$ cat config.mk
export PLATFORM = sky130hd
export DESIGN_NAME = sawc_ctrl
export DESIGN_NICKNAME = d
export VERILOG_FILES = /design/src/sawc_pkg.sv /design/src/sawc_ctrl.sv
export SDC_FILE = /design/constraint.sdc
export NUM_CORES = 1
export LEC_CHECK = 0
export ABC_AREA = 1
export BUFFER_PORTS_ARGS = -buffer_cell sky130_fd_sc_hd__buf_2
export CAP_MARGIN = 20
export CORE_AREA = 2 2 39 41
export DETAILED_ROUTE_END_ITERATION = 10
export DIE_AREA = 0 0 41 43
export PLACE_DENSITY = 0.3
export SYNTH_ARGS = -nofsm -noshare
export SYNTH_HDL_FRONTEND = slang
export SYNTH_SLANG_ARGS = --single-unit
$ cat constraint.sdc
create_clock -name aclk -period 2.1 [get_ports aclk]
set_input_delay 0.42 -clock aclk [delete_from_list [all_inputs] [get_ports aclk]]
set_output_delay 0.42 -clock aclk [all_outputs]
set_load 0.02 [all_outputs]
$ cat src/sawc_pkg.sv
package sawc_pkg;
    localparam int ADDRESS_BITS_DEF = 48;
    localparam int BLOCK_BYTES_DEF  = 64;
    localparam int NUM_SETS_DEF     = 256;
    localparam int MAX_WAYS_DEF     = 8;
    localparam int FIELD_ADDR_W     = 48;

    localparam logic [1:0] MODE_READ  = 2'd0;
    localparam logic [1:0] MODE_WRITE = 2'd1;
    localparam logic [1:0] MODE_INVAL = 2'd2;
    localparam logic [1:0] MODE_SPARE = 2'd3;

    localparam logic REG_POLICY = 1'b0;
    localparam logic REG_WAYS   = 1'b1;

    typedef struct packed {
        logic clear;    // clear the valid bits of one set per cycle
        logic lookup;   // register the set read and start the update
        logic commit;   // write the set back and load the result
    } sawc_cmd_t;

    typedef struct packed {
        logic clear_done;
        logic result_loaded;
    } sawc_status_t;
endpackage

$ cat src/sawc_ctrl.sv
module sawc_ctrl (
    input  logic                  aclk,
    input  logic                  aresetn,
    input  logic                  in_valid,
    output logic                  in_ready,
    input  logic                  out_busy,
    output sawc_pkg::sawc_cmd_t   cmd,
    input  sawc_pkg::sawc_status_t status
);
    import sawc_pkg::*;

    typedef enum logic [1:0] {ST_CLEAR, ST_IDLE, ST_UPDATE} state_t;
    state_t state_reg;

    // Accept only in the idle state and when the result register is free or being drained.
    assign in_ready    = (state_reg == ST_IDLE) && !out_busy;
    assign cmd.clear   = (state_reg == ST_CLEAR);
    assign cmd.lookup  = in_valid && in_ready;
    assign cmd.commit  = (state_reg == ST_UPDATE);

    always_ff @(posedge aclk) begin
        if (!aresetn) begin
            state_reg <= ST_CLEAR;
        end else begin
            case (state_reg)
                ST_CLEAR:  if (status.clear_done) state_reg <= ST_IDLE;
                ST_IDLE:   if (cmd.lookup) state_reg <= ST_UPDATE;
                ST_UPDATE: if (status.result_loaded) state_reg <= ST_IDLE;
                default:   state_reg <= ST_IDLE;
            endcase
        end
    end
endmodule

## After elaboration in Yosys (flattened, before gate mapping)

Cells that the tools add are included.

| operators by class | value |
|---|---|
| reductions and logical operators | 5 |
| equality and inequality tests | 5 |
| multiplexer cells | 4 |

Operators by type and width:

| cell | count |
|---|---|
| 2-bit 2-to-1 mux | 3 |
| 2-bit one-hot mux with 3 select lines | 1 |
| 2-bit by 1-bit != test with 1-bit output (second input constant) | 2 |
| 3-bit AND reduction | 1 |
| 2-bit by 1-bit equality test with 1-bit output (second input constant) | 1 |
| 2-bit equality test (second input constant) | 1 |
| 1-bit logical AND | 2 |
| 2-bit zero test | 1 |
| 2-bit != test (second input constant) | 1 |
| 1-bit zero test | 1 |

| storage, ports and cells | value |
|---|---|
| input bits | 6 |
| bits in registers | 2 |

## Depth between registers and ports, before layout

| logic depth | value |
|---|---|
| depth in word-level cells | 5 |
| gate-level depth with buffers | 5 |

## Worst setup path before layout

OpenSTA, ideal clock, no wires.

| timing path | value |
|---|---|
| path kind | reg-to-output |
| from | register state_reg[1] |
| to | output cmd[1] (netlist bit) |
| setup slack | 0.770 ns |
| data required time | 1.680 ns |
| stages on the path, launching flop included | 6 |
| arrival time | 0.910 ns |
| cells stage by stage | dfxtp_1 -> inv_1 -> nand2_2 -> nor2_2 -> nand2_2 -> inv_1 |

RTL lines:

| what | RTL line | text |
|---|---|---|
| from (decl) | sawc_ctrl.sv:13 | `state_t state_reg;` |
| from (signal assigned) | sawc_ctrl.sv:23 | `state_reg <= ST_CLEAR;` |
| from (signal assigned) | sawc_ctrl.sv:26 | `ST_CLEAR: if (status.clear_done) state_reg <= ST_IDLE;` |
| from (signal assigned) | sawc_ctrl.sv:27 | `ST_IDLE: if (cmd.lookup) state_reg <= ST_UPDATE;` |
| to (decl) | sawc_ctrl.sv:7 | `output sawc_pkg::sawc_cmd_t cmd,` |

==> impl_results.md <==
- Max Root-Sink Buffers: 2
- Mapped cell area: 128 µm²
- Met1 usage: approximately 5.1%
- Cell mode on critical path: nand2_2
- Final net count: 40
- Clock transition at the registers of the reported paths: about 0.030 ns
- Worst-skew pair later-pin latency: 0.22 ns
- Worst reg2reg startpoint: state_reg[0]
- DIE AREA: 1760 µm²
- Vias: 148
- Syn-to-layout area delta: 68.6%
- Worst path slowest cell: dfxtp_1
- # rows: 14
- Reg-to-Reg End: state_reg[1]
- Adder-cell share of the synthesized area: 0%
- Synth Area in Compound Gates: between 10% and 20%
- R2R depth: 4
- XOR/XNOR Fraction of Synth Area: 0%
- GR Util met3: 0.524%
- IO Count: 10
- Met2 usage: between 4 and 5%
- H-Tree Depth: 1
- Power share of the combinational group: between 20 and 25%
- Grt ovf: 0
- N_diodes: 0
- Sequential power share: 27.2%
- Final instance area: between 200 and 250 µm²
- Critical-path cell list: nand2_2 -> nor2_2 -> nand2_2 -> inv_1 -> buf_2
- Die height: approximately 43 µm
- Critical Path Sink: cmd[1]
- Largest net degree at the start of global routing: 5
- Initial Utilization: between 9 and 10%
- DRT antenna net count: 0
- DR WL/cell: around 6.4 µm
- Synth warn: 0
- Port bufs: 9
- Total power: around 170 µW
- CTS root buffer: clkbuf_4
- Slew @ Worst Pin: between 0.15 and 0.2 ns
- Post-synthesis mux area share: 0%
- Post-synthesis area per instance: 6.38 µm²
- Fill cells: between 150 and 200
- Initial antenna violation count: 0
- Clk sink count: 2
- GRT Max-Usage Layer: met4
- Vias in the first global route: 124
- Power Dens Cells: between 700 and 800 nW/µm²
- Required time of the critical path: approximately 1.7 ns
- Fin crit share: 70.9%
- RSZ-0062 raised after global routing: false
- Synthesized flop and latch total: 2
- Final wirelength: 307 µm
- Setup_tns: 0 ns
- DR vias/cell: 3.08
- Seq/Total Area, Yosys: a little under a third
- Int Pwr: about 120 µW
- Worst setup SP type: flip-flop
- Layout Cells excl Fill: 48
- DPL Wire Length: between 200 and 300 µm
- Worst vdd ir: ~0.00016 V
- Simple-gate share of the synthesized area: about a third
- Leakage: 0.000128 µW
- Fin. max-slew vios: 0
- Arrival time worst endpoint: about 1.1 ns
- Post-synth net total: 26
- Setup-failing EPs final: 0
- Placed cells: 45
- Crit Path Max Fanout: 4
- Slew headroom: approximately 90%
- Share of layout cells above drive strength 1: 50.0%
- Max Freq: 672 MHz
- Switching Fraction: between 20% and 30%
- Total Routing Usage GR: 4.11%
- DP Area: 193 µm²
- Status: complete, no violations
- Worst R2R Setup Slack: around 1.3 ns
- Tmin final: ~1.5 ns
- First-pass GRT wire length: between 400 and 500 µm
- DRT iter0 DRCs: 6
- Placer Congestion: a little under 0.6
- Switching power: 46.1 µW
- Core box area: roughly 1400 µm²
- Worst min path class: in2reg
- Die width: around 40 µm
- Largest register FFs: 2
- Post-CTS sizing: 0
- Drt pass-1 iters: 4
- Worst setup path category: reg2out
- CP startpoint: state_reg[0]
- CP peak stage delay: between 0.3 and 0.4 ns
- Post-CTS Setup Inserts: 0
- Syn Inst Count: 20
- Skew final: 0.00265 ns
- Max-Cap Viols: 0
- Final Hold Vio Count: 0
- Largest family of logic cells by synthesized area: simple AND/OR/NAND/NOR gates
- Synth cell types: 11
- Worst setup EP type: output pin
- Post-layout util: approximately 16%
- CTS buffer count: 3
- DRC errors left: 0
- Hold buffers post-CTS: 0
- Clock power share: 50.9%
- CTS tree: yes
power groups by stage:
stage               Clock (µW)  Sequential, µW  Combinational, µW
finish                    84.0            44.9               36.2
global route              92.1            45.1               40.8
CTS                       88.0            44.9               36.7
detailed placement           0            45.3               36.6
global placement             0            45.4               36.8
floorplan                    0            44.7               23.9
synth_stat cells, drive strengths merged:
cell / count / area [µm²]
nand3: 1 / 5.00
inv: 7 / 26.3
a21oi: 2 / 13.8
dfxtp: 2 / 40.0
nand3b: 1 / 7.51
o21ai: 1 / 5.00
nand2: 3 / 16.3
nor2: 3 / 13.8
worst min path at each step:
stage                            start           end  slack [ns]  cells past startpoint
final                          aresetn  state_reg[1]        0.44                      3
after global placement    state_reg[1]  state_reg[1]        0.57                      2
after detailed placement  state_reg[1]  state_reg[1]        0.55                      2
after CTS                      aresetn  state_reg[1]        0.44                      3
after global routing           aresetn  state_reg[1]        0.46                      3
after floorplan           state_reg[1]  state_reg[1]        0.51                      2
area by class of cell:
cell class | instances | area (µm²) | share of cell area (%)
multi-input combinational | 11 | 61.3 | 28.5
timing repair buffer | 9 | 45.0 | 20.9
sequential | 2 | 40.0 | 18.6
inverter | 7 | 26.3 | 12.2
clock buffer | 3 | 22.5 | 10.5
tap | 16 | 20.0 | 9.30
kinds of logic (layout without fill, tap and decap cells):
group	count (synthesis)	in the layout
and+or+nand+nor	8	8
buffers and inverters	7	19
DFF	2	2
AOI/OAI and AO/OA	3	3
through the flow:
stage          hold slack [ns]  worst slack [ns]
2_1_floorplan            0.509             0.770
3_3_place_gp             0.575             0.747
3_5_place_dp             0.554             0.762
4_1_cts                  0.444             0.601
5_1_grt                  0.456             0.542
6_report                 0.444             0.612
worst max-delay path, delay by kind of cell (launching register included):
kind	cells	cell delay (ns)
AND/OR/NAND/NOR	3	0.27
flip-flops	1	0.37
buffers and inverters	2	0.20
metal layers:
layer,part of all wire [%],routed length (µm)
met1,52,159
met2,27,84
met3,15,46
met4,5.5,17
met5,0,0
cells in the final DEF (no fill, tap or decap), drive strengths merged:
| master | n |
|---|---|
| o21ai | 1 |
| nand2 | 3 |
| a21oi | 2 |
| nor2 | 3 |
| inv | 7 |
| nand3 | 1 |
| clkbuf | 3 |
| nand3b | 1 |
| dfxtp | 2 |
| buf | 9 |
Note: power is estimated with default switching activity, not from simulation.
